[config.mk]
export PLATFORM = sky130hd
export DESIGN_NAME = modbus_rtu_response_checker_core_flat
export DESIGN_NICKNAME = d
export VERILOG_FILES = /design/src/hw/rtl/mrc_pkg.sv /design/src/hw/rtl/mrc_if.sv /design/src/hw/rtl/mrc_frame_engine.sv /design/src/hw/rtl/modbus_rtu_response_checker_core.sv /design/src/flat_wrapper.sv
export SDC_FILE = /design/constraint.sdc
export NUM_CORES = 1
export LEC_CHECK = 0
export ABC_AREA = 1
export BUFFER_PORTS_ARGS = -buffer_cell sky130_fd_sc_hd__buf_4
export CORE_MARGIN = 2
export CORE_UTILIZATION = 60
export DETAILED_ROUTE_END_ITERATION = 8
export PLACE_DENSITY_LB_ADDON = 0.12
export SLEW_MARGIN = 20
export SYNTH_ARGS = -nofsm -noshare
export SYNTH_HDL_FRONTEND = slang
export SYNTH_SLANG_ARGS = --single-unit
export TNS_END_PERCENT = 1
[constraint.sdc]
create_clock -name clk -period 10.5 [get_ports clk]
set_input_delay 0 -clock clk [delete_from_list [all_inputs] [get_ports clk]]
set_output_delay 0 -clock clk [all_outputs]
set_load 0.02 [all_outputs]
[src/hw/rtl/mrc_pkg.sv]
// Shared types, constants and the CRC-16/MODBUS byte update for the response checker.
package mrc_pkg;

	localparam logic [15:0] CRC_INIT = 16'hFFFF;
	localparam logic [15:0] CRC_POLY = 16'hA001;

	localparam logic [7:0] ADDR_RESET = 8'd1;
	localparam logic [7:0] FUNC_RESET = 8'd4;

	localparam int unsigned PADDR_W = 3;

	typedef enum logic {
		REG_EXP_ADDR = 1'b0,
		REG_EXP_FUNC = 1'b1
	} reg_idx_t;

	typedef enum logic [1:0] {
		STATUS_OK        = 2'd0,
		STATUS_ADDR_ERR  = 2'd1,
		STATUS_FUNC_ERR  = 2'd2,
		STATUS_CRC_ERR   = 2'd3
	} status_t;

	typedef struct packed {
		logic [7:0] rx_byte;
		logic       frame_start;
	} mrc_beat_t;

	typedef struct packed {
		status_t    status;
		logic [7:0] byte_count;
	} mrc_result_t;

	typedef struct packed {
		logic [7:0] exp_addr;
		logic [7:0] exp_func;
	} mrc_cfg_t;

	function automatic logic [15:0] crc_byte(input logic [15:0] crc_in, input logic [7:0] data);
		logic [15:0] c;
		c = crc_in ^ {8'h00, data};
		for (int b = 0; b < 8; b++) begin
			if (c[0]) begin
				c = (c >> 1) ^ CRC_POLY;
			end else begin
				c = c >> 1;
			end
		end
		return c;
	endfunction

endpackage

[src/hw/rtl/mrc_if.sv]
// Valid/ready channel interfaces for received bytes and frame verdicts.
interface mrc_in_if;
	import mrc_pkg::*;
	logic       valid;
	logic       ready;
	logic [7:0] rx_byte;
	logic       frame_start;

	modport source (output valid, output rx_byte, output frame_start, input ready);
	modport sink (input valid, input rx_byte, input frame_start, output ready);
endinterface

interface mrc_out_if;
	import mrc_pkg::*;
	logic       valid;
	logic       ready;
	logic [1:0] status;
	logic [7:0] byte_count;

	modport source (output valid, output status, output byte_count, input ready);
	modport sink (input valid, input status, input byte_count, output ready);
endinterface

[src/hw/rtl/mrc_frame_engine.sv]
// Frame state tracking, CRC accumulation and verdict generation, one byte per step.
module mrc_frame_engine (
	input  logic                 clk,
	input  logic                 arst_n,
	input  logic                 step,
	input  mrc_pkg::mrc_beat_t   beat,
	input  mrc_pkg::mrc_cfg_t    cfg,
	output logic                 res_valid,
	output mrc_pkg::mrc_result_t res
);
	import mrc_pkg::*;

	logic        in_frame_q;
	logic [8:0]  pos_q;
	logic [7:0]  cnt_q;
	logic [15:0] crc_q;
	logic        aok_q;
	logic        fok_q;
	logic        low_q;

	logic        in_frame;
	logic [8:0]  pos;
	logic [7:0]  cnt;
	logic [15:0] crc;
	logic        aok;
	logic        fok;
	logic        low;
	logic [7:0]  cnt_n;
	logic        aok_n;
	logic        fok_n;
	logic        low_n;
	logic [15:0] crc_n;
	logic [8:0]  crc_len;
	logic        last;
	logic        hi_match;

	always_comb begin
		in_frame = beat.frame_start | in_frame_q;
		pos      = beat.frame_start ? 9'd0 : pos_q;
		cnt      = beat.frame_start ? 8'd0 : cnt_q;
		crc      = beat.frame_start ? CRC_INIT : crc_q;
		aok      = beat.frame_start ? 1'b0 : aok_q;
		fok      = beat.frame_start ? 1'b0 : fok_q;
		low      = beat.frame_start ? 1'b0 : low_q;

		aok_n = aok;
		fok_n = fok;
		cnt_n = cnt;
		if (pos == 9'd0) begin
			aok_n = (beat.rx_byte == cfg.exp_addr);
		end else if (pos == 9'd1) begin
			fok_n = (beat.rx_byte == cfg.exp_func);
		end else if (pos == 9'd2) begin
			cnt_n = beat.rx_byte;
		end

		crc_len = {1'b0, cnt_n} + 9'd3;
		crc_n   = crc;
		low_n   = low;
		last    = 1'b0;
		if (pos < crc_len) begin
			crc_n = crc_byte(crc, beat.rx_byte);
		end else if (pos == crc_len) begin
			low_n = (beat.rx_byte == crc[7:0]);
		end else begin
			last = 1'b1;
		end

		hi_match       = (beat.rx_byte == crc[15:8]);
		res_valid      = step & in_frame & last;
		res.byte_count = cnt_n;
		if (!aok_n) begin
			res.status = STATUS_ADDR_ERR;
		end else if (!fok_n) begin
			res.status = STATUS_FUNC_ERR;
		end else if (!(low_n && hi_match)) begin
			res.status = STATUS_CRC_ERR;
		end else begin
			res.status = STATUS_OK;
		end
	end

	always_ff @(posedge clk or negedge arst_n) begin
		if (!arst_n) begin
			in_frame_q <= 1'b0;
			pos_q      <= 9'd0;
			cnt_q      <= 8'd0;
			crc_q      <= CRC_INIT;
			aok_q      <= 1'b0;
			fok_q      <= 1'b0;
			low_q      <= 1'b0;
		end else if (step && in_frame) begin
			cnt_q <= cnt_n;
			crc_q <= crc_n;
			aok_q <= aok_n;
			fok_q <= fok_n;
			low_q <= low_n;
			if (last) begin
				in_frame_q <= 1'b0;
				pos_q      <= 9'd0;
			end else begin
				in_frame_q <= 1'b1;
				pos_q      <= pos + 9'd1;
			end
		end
	end

endmodule

[src/hw/rtl/modbus_rtu_response_checker_core.sv]
// Modbus RTU response checker: top level with input register, result register and APB registers.
//
// Usage:
//   in_ch carries one received byte per beat; frame_start marks the address
//   byte of a new frame and restarts any check in progress. Bytes seen while
//   no frame is open are dropped. out_ch carries one verdict per frame, given
//   on the high CRC byte: status (ok, address, function or CRC mismatch, in
//   that priority) and the frame's byte count field.
//   Registers: 0x0 expected address (reset 1), 0x4 expected function (reset 4).
//   Writes are two-phase APB, pready is tied high; reads return the register.
// Timing:
//   A byte is taken into the input register, processed there by the CRC/compare
//   logic once it may advance, and its verdict lands in the result register:
//   out_ch.valid rises on the edge at which the last byte leaves the input register.
//   One byte per cycle is sustained while out_ch is not stalled; the combinational
//   byte-wide CRC update sets that figure.
// Reset and stall:
//   arst_n closes any frame, restores the CRC seed and register defaults.
//   While out_ch holds a verdict that is not taken, the input register holds
//   its byte and in_ch.ready drops once that register is occupied.
module modbus_rtu_response_checker_core (
	input  logic                        clk,
	input  logic                        arst_n,
	mrc_in_if.sink                      in_ch,
	mrc_out_if.source                   out_ch,
	input  logic                        psel,
	input  logic                        penable,
	input  logic                        pwrite,
	input  logic [mrc_pkg::PADDR_W-1:0] paddr,
	input  logic [31:0]                 pwdata,
	output logic [31:0]                 prdata,
	output logic                        pready
);
	import mrc_pkg::*;

	mrc_cfg_t    cfg_q;
	mrc_beat_t   beat_s1;
	logic        valid_s1;
	logic        advance;
	logic        res_valid;
	mrc_result_t res;
	mrc_result_t res_q;
	logic        out_valid_q;
	reg_idx_t    reg_idx;

	assign pready  = 1'b1;
	assign reg_idx = reg_idx_t'(paddr[2]);

	always_comb begin
		case (reg_idx)
			REG_EXP_ADDR: prdata = {24'd0, cfg_q.exp_addr};
			REG_EXP_FUNC: prdata = {24'd0, cfg_q.exp_func};
			default:      prdata = 32'd0;
		endcase
	end

	always_ff @(posedge clk or negedge arst_n) begin
		if (!arst_n) begin
			cfg_q.exp_addr <= ADDR_RESET;
			cfg_q.exp_func <= FUNC_RESET;
		end else if (psel && penable && pwrite && pready) begin
			case (reg_idx)
				REG_EXP_ADDR: cfg_q.exp_addr <= pwdata[7:0];
				REG_EXP_FUNC: cfg_q.exp_func <= pwdata[7:0];
				default:      ;
			endcase
		end
	end

	assign advance     = valid_s1 & (~out_valid_q | out_ch.ready);
	assign in_ch.ready = ~valid_s1 | advance;

	always_ff @(posedge clk or negedge arst_n) begin
		if (!arst_n) begin
			valid_s1 <= 1'b0;
		end else if (in_ch.ready) begin
			valid_s1 <= in_ch.valid;
		end
	end

	always_ff @(posedge clk) begin
		if (in_ch.valid && in_ch.ready) begin
			beat_s1.rx_byte     <= in_ch.rx_byte;
			beat_s1.frame_start <= in_ch.frame_start;
		end
	end

	mrc_frame_engine u_engine (
		.clk       (clk),
		.arst_n    (arst_n),
		.step      (advance),
		.beat      (beat_s1),
		.cfg       (cfg_q),
		.res_valid (res_valid),
		.res       (res)
	);

	always_ff @(posedge clk or negedge arst_n) begin
		if (!arst_n) begin
			out_valid_q <= 1'b0;
		end else if (res_valid) begin
			out_valid_q <= 1'b1;
		end else if (out_ch.ready) begin
			out_valid_q <= 1'b0;
		end
	end

	always_ff @(posedge clk) begin
		if (res_valid) begin
			res_q <= res;
		end
	end

	assign out_ch.valid      = out_valid_q;
	assign out_ch.status     = res_q.status;
	assign out_ch.byte_count = res_q.byte_count;

endmodule

[src/flat_wrapper.sv]
// flat-port wrapper written by rule: the top's interface ports become plain ports
module modbus_rtu_response_checker_core_flat import mrc_pkg::*;
  (clk, arst_n, psel, penable, pwrite, paddr, pwdata, prdata, pready, in_ch_valid, in_ch_rx_byte, in_ch_frame_start, in_ch_ready, out_ch_valid, out_ch_status, out_ch_byte_count, out_ch_ready);
  mrc_in_if in_ch_i ();
  mrc_out_if out_ch_i ();
  input  logic clk;
  input  logic arst_n;
  input  logic psel;
  input  logic penable;
  input  logic pwrite;
  input  logic [mrc_pkg::PADDR_W-1:0] paddr;
  input  logic [31:0] pwdata;
  output logic [31:0] prdata;
  output logic pready;
  input wire logic [$bits(in_ch_i.valid)-1:0] in_ch_valid;
  input wire logic [$bits(in_ch_i.rx_byte)-1:0] in_ch_rx_byte;
  input wire logic [$bits(in_ch_i.frame_start)-1:0] in_ch_frame_start;
  output wire logic [$bits(in_ch_i.ready)-1:0] in_ch_ready;
  output wire logic [$bits(out_ch_i.valid)-1:0] out_ch_valid;
  output wire logic [$bits(out_ch_i.status)-1:0] out_ch_status;
  output wire logic [$bits(out_ch_i.byte_count)-1:0] out_ch_byte_count;
  input wire logic [$bits(out_ch_i.ready)-1:0] out_ch_ready;
  assign in_ch_i.valid = in_ch_valid;
  assign in_ch_i.rx_byte = in_ch_rx_byte;
  assign in_ch_i.frame_start = in_ch_frame_start;
  assign in_ch_ready = in_ch_i.ready;
  assign out_ch_valid = out_ch_i.valid;
  assign out_ch_status = out_ch_i.status;
  assign out_ch_byte_count = out_ch_i.byte_count;
  assign out_ch_i.ready = out_ch_ready;
  modbus_rtu_response_checker_core u_core (.clk(clk), .arst_n(arst_n), .in_ch(in_ch_i), .out_ch(out_ch_i), .psel(psel), .penable(penable), .pwrite(pwrite), .paddr(paddr), .pwdata(pwdata), .prdata(prdata), .pready(pready));
endmodule
==> metrics.yaml <==
logic_synthesis:
  synth.most_common_cell: "nand2_1"
  synth_seq_area_share_pct: 42.4
  synth-edff-count: 19
  synth-seq-cells: 74
  synthArstFlopShare_pct: 74.3
  ys.flop_type: "dfrtp_1"
  synth.distinct_cells: 42
  synth_cells: 585
  synth_commonest_cells: "173 x nand2_1, 49 x o21ai_0, 48 x inv_1"
  synth_area_leaders: "dfrtp_1 20%, nand2_1 14%, edfxtp_1 12%, dfstp_2 10%, o21ai_0 5.3%"
  synth_area_um2: 4650
  yosys.area.top_type_share_pct: 19.9
  synth_top_cell_by_area: "dfrtp_1"
  yosysWarnings: 0
  avgSynthCellArea_um2: 7.94
critical_path:
  cp-end-kind: "flop"
  crit_path_cell_trace: "buf_4 > inv_2 > nand2_1 > nand3_1 > nor2_2 > nand3_4 > nand3_1 > o21ai_2 > inv_2 > ha_1 > nor2_2 > nand3_1 > nand3b_1 > ha_1 > nand2_1 > nor2_1 > nand3b_1 > nand3_2 > clkinv_1 > or2_2 > nor2_1"
  cp_max_fo: 26
  critical_path_class: "flop to flop"
  start_kind: "flop"
  max_stage_delay_ns: 0.66
  worstPathArrival_ns: 5.39
  reg2reg_depth: 21
  timing.rr.start: "u_core.beat_s1[0]$_DFFE_PP_"
  crit_slowest_cell: "nor2_1"
  crit_required_ns: 10.47
  crit_top_cell: "nand3_1"
  crit_start: "u_core.beat_s1[0]$_DFFE_PP_"
finish:
  n_antenna_cell: 0
  fin_util_pct: 69.8
  n_fill_cell: 622
  nets: 703
  multi_input_area_um2: 2270
  drive_gt1_share_pct: 16.5
  area_delta_synth_final_pct: 14.2
  stdcell_area_um2: 5310
  regArea_um2: 1970
clocking:
  post_cts_resized: 0
  clock-root-buffer: "clkbuf_8"
  clkTransAtPathRegs_ns: 0.08
  clock_path_buffers: 2
  cts_tree: "built"
  cts_sinks: 74
  clock_latency_ns: 0.34
  h-tree-depth: 3
  numCtsBuffers: 9
global_routing:
  grt_max_degree: 56
  grt_pass1_vias: 3656
  grt_pass1_wl_mm: 17.2
  grt_overflow_total: 0
  antenna_found_initial: 0
  grt_usage_pct: 25.8
sta:
  setup_violations: 0
  finalCriticalPeriod_ns: 5.42
  tightest_slew_ns: 0.847
  report.final.slew_viol_count: 0
  period_share_pct: 51.6
  rsz0062_at_grt: "no"
  finalSetupTns_ns: 0
  hold_violations: 0
  max_freq_mhz: 185
  clock_skew_ns: 0.00859
  relSlewSlack_pct: 43.3
drt:
  drtAntennaViolNets: 0
  wl_per_cell_um: 13.9
  first_pass_iters: 5
  routed_wl_mm: 10.3
  vias: 3873
  drc: 0
  via_per_inst: 5.20
  drt_iter0_markers: 161
die:
  rows: 32
  core-area_um2: 7610
  initial_utilization_pct: 61.1
  die_y_um: 92.0
  dieArea_um2: 8460
  io_pins: 96
  dieWidth_um: 92.0
outcome:
  status: "completed"
pwr:
  powerDensity_nw_per_um2: 219
  power_leakage_nw: 2.67
  peakVddDrop_mv: 0.118
  p_total_mw: 1.16
placement:
  place.gp.congestion: 0.886
  port_buffers: 44
  placed_area_um2: 4920
  post-dp-hpwl_mm: 7.04
min_path:
  hp-class: "primary input to async pin"
run:
  maxCapViolCount: 0
-- logic make-up after synthesis --
kind of cell | synth area share (%)
AOI/OAI and AO/OA | 10.7
xor gates and xnor gates | 7.35
adders and majority gates | 3.77
buffers and inverters | 10.6
DFF | 42.4
other | 0.162
and+or+nand+nor | 25.0
-- per-layer routing --
layer,wire length [µm],up-vias,global-route usage (%)
met5,0,-,0
met4,189,0,9.83
met3,558,15,4.52
met2,5060,129,44.4
met1,4530,1796,32.6
li1,-,1933,-
-- state kept, by name, summed over array words and instances, names as in the netlist --
| register | count |
|---|---|
| u_core.cfg_q | 16 |
| u_core.u_engine.crc_q | 16 |
| u_core.beat_s1 | 9 |
| u_core.u_engine.pos_q | 9 |
| u_core.out_ch.byte_count | 8 |
| u_core.u_engine.cnt_q | 8 |
| u_core.out_ch.status | 2 |
| u_core.out_ch.valid | 1 |
| u_core.u_engine.aok_q | 1 |
| u_core.u_engine.fok_q | 1 |
| u_core.u_engine.in_frame_q | 1 |
| u_core.u_engine.low_q | 1 |
| u_core.valid_s1 | 1 |
-- placed cells by master, fill, tap and decap left out, types with 3 or more instances in the layout --
cell / Yosys / final
a21oi_1: 20 / 20
buf_4: 26 / 47
clkbuf_1: 17 / 3
clkbuf_8: 0 / 9
clkinv_1: 2 / 4
conb_1: 2 / 25
dfrtp_1: 37 / 37
dfstp_2: 18 / 18
dlygate4sd3_1: 0 / 21
edfxtp_1: 19 / 19
ha_1: 14 / 14
inv_1: 48 / 48
inv_2: 3 / 3
nand2_1: 173 / 173
nand2_2: 5 / 5
nand3_1: 27 / 27
nand4_1: 8 / 8
nor2_1: 35 / 35
nor2_2: 5 / 5
nor2_4: 3 / 3
o21ai_0: 49 / 49
o21ai_2: 6 / 6
xnor2_1: 11 / 11
xor2_1: 28 / 28
-- layout make-up --
| class | instances | area share (%) |
|---|---|---|
| multi-input cells | 432 | 42.8 |
| flip-flops and latches | 74 | 37.1 |
| repair buffers | 68 | 10.6 |
| inverters | 53 | 3.75 |
| clock buffers | 12 | 2.55 |
| well taps | 102 | 2.40 |
| clock inverters | 4 | 0.802 |
-- worst max-delay path, delay by kind of cell (launching register included) --
kind	cells	cell delay (ns)
DFF	1	0.37
buffers and inverters	4	1.08
AOI/OAI and AO/OA	1	0.11
and+or+nand+nor	14	2.89
adders and majority gates	2	0.56
-- what timing repair did --
action | 4_1_cts | 5_1_grt
hold buffers | 21 | 0
hold endpoints to repair | 64 | 0
setup buffers | 0 | 0
-- report_power, final --
group | leakage [nW] | switching (mW) | internal [mW]
clock network | 0.0894 | 0.105 | 0.108
registers | 0.855 | 0.0533 | 0.400
logic | 1.72 | 0.316 | 0.178
-- final timing paths --
check                                                              to  slack (ns)
worst min-delay path             u_core.u_engine.pos_q[4]$_DFFE_PN0P_        0.23
worst max-delay path            u_core.out_ch.byte_count[1]$_DFFE_PP_        5.08
max in group asynchronous                 u_core.valid_s1$_DFFE_PN0N_        9.78
worst max register to register  u_core.out_ch.byte_count[1]$_DFFE_PP_        5.08
min in group clk                          u_core.cfg_q[2]$_DFFE_PN1P_        0.31
worst min register to register  u_core.u_engine.crc_q[13]$_DFFE_PN1P_        0.47
-- stage by stage --
step | setup WS, ns | hold slack, ns | instances
2_1_floorplan | 6.64 | -0.296 | 608
3_3_place_gp | 5.23 | 0.0948 | 708
3_5_place_dp | 5.12 | 0.101 | 708
4_1_cts | 5.09 | 0.273 | 745
5_1_grt | 4.67 | 0.323 | 745
6_report | 5.08 | 0.232 | 745
Note: power is estimated with default switching activity, not from simulation.
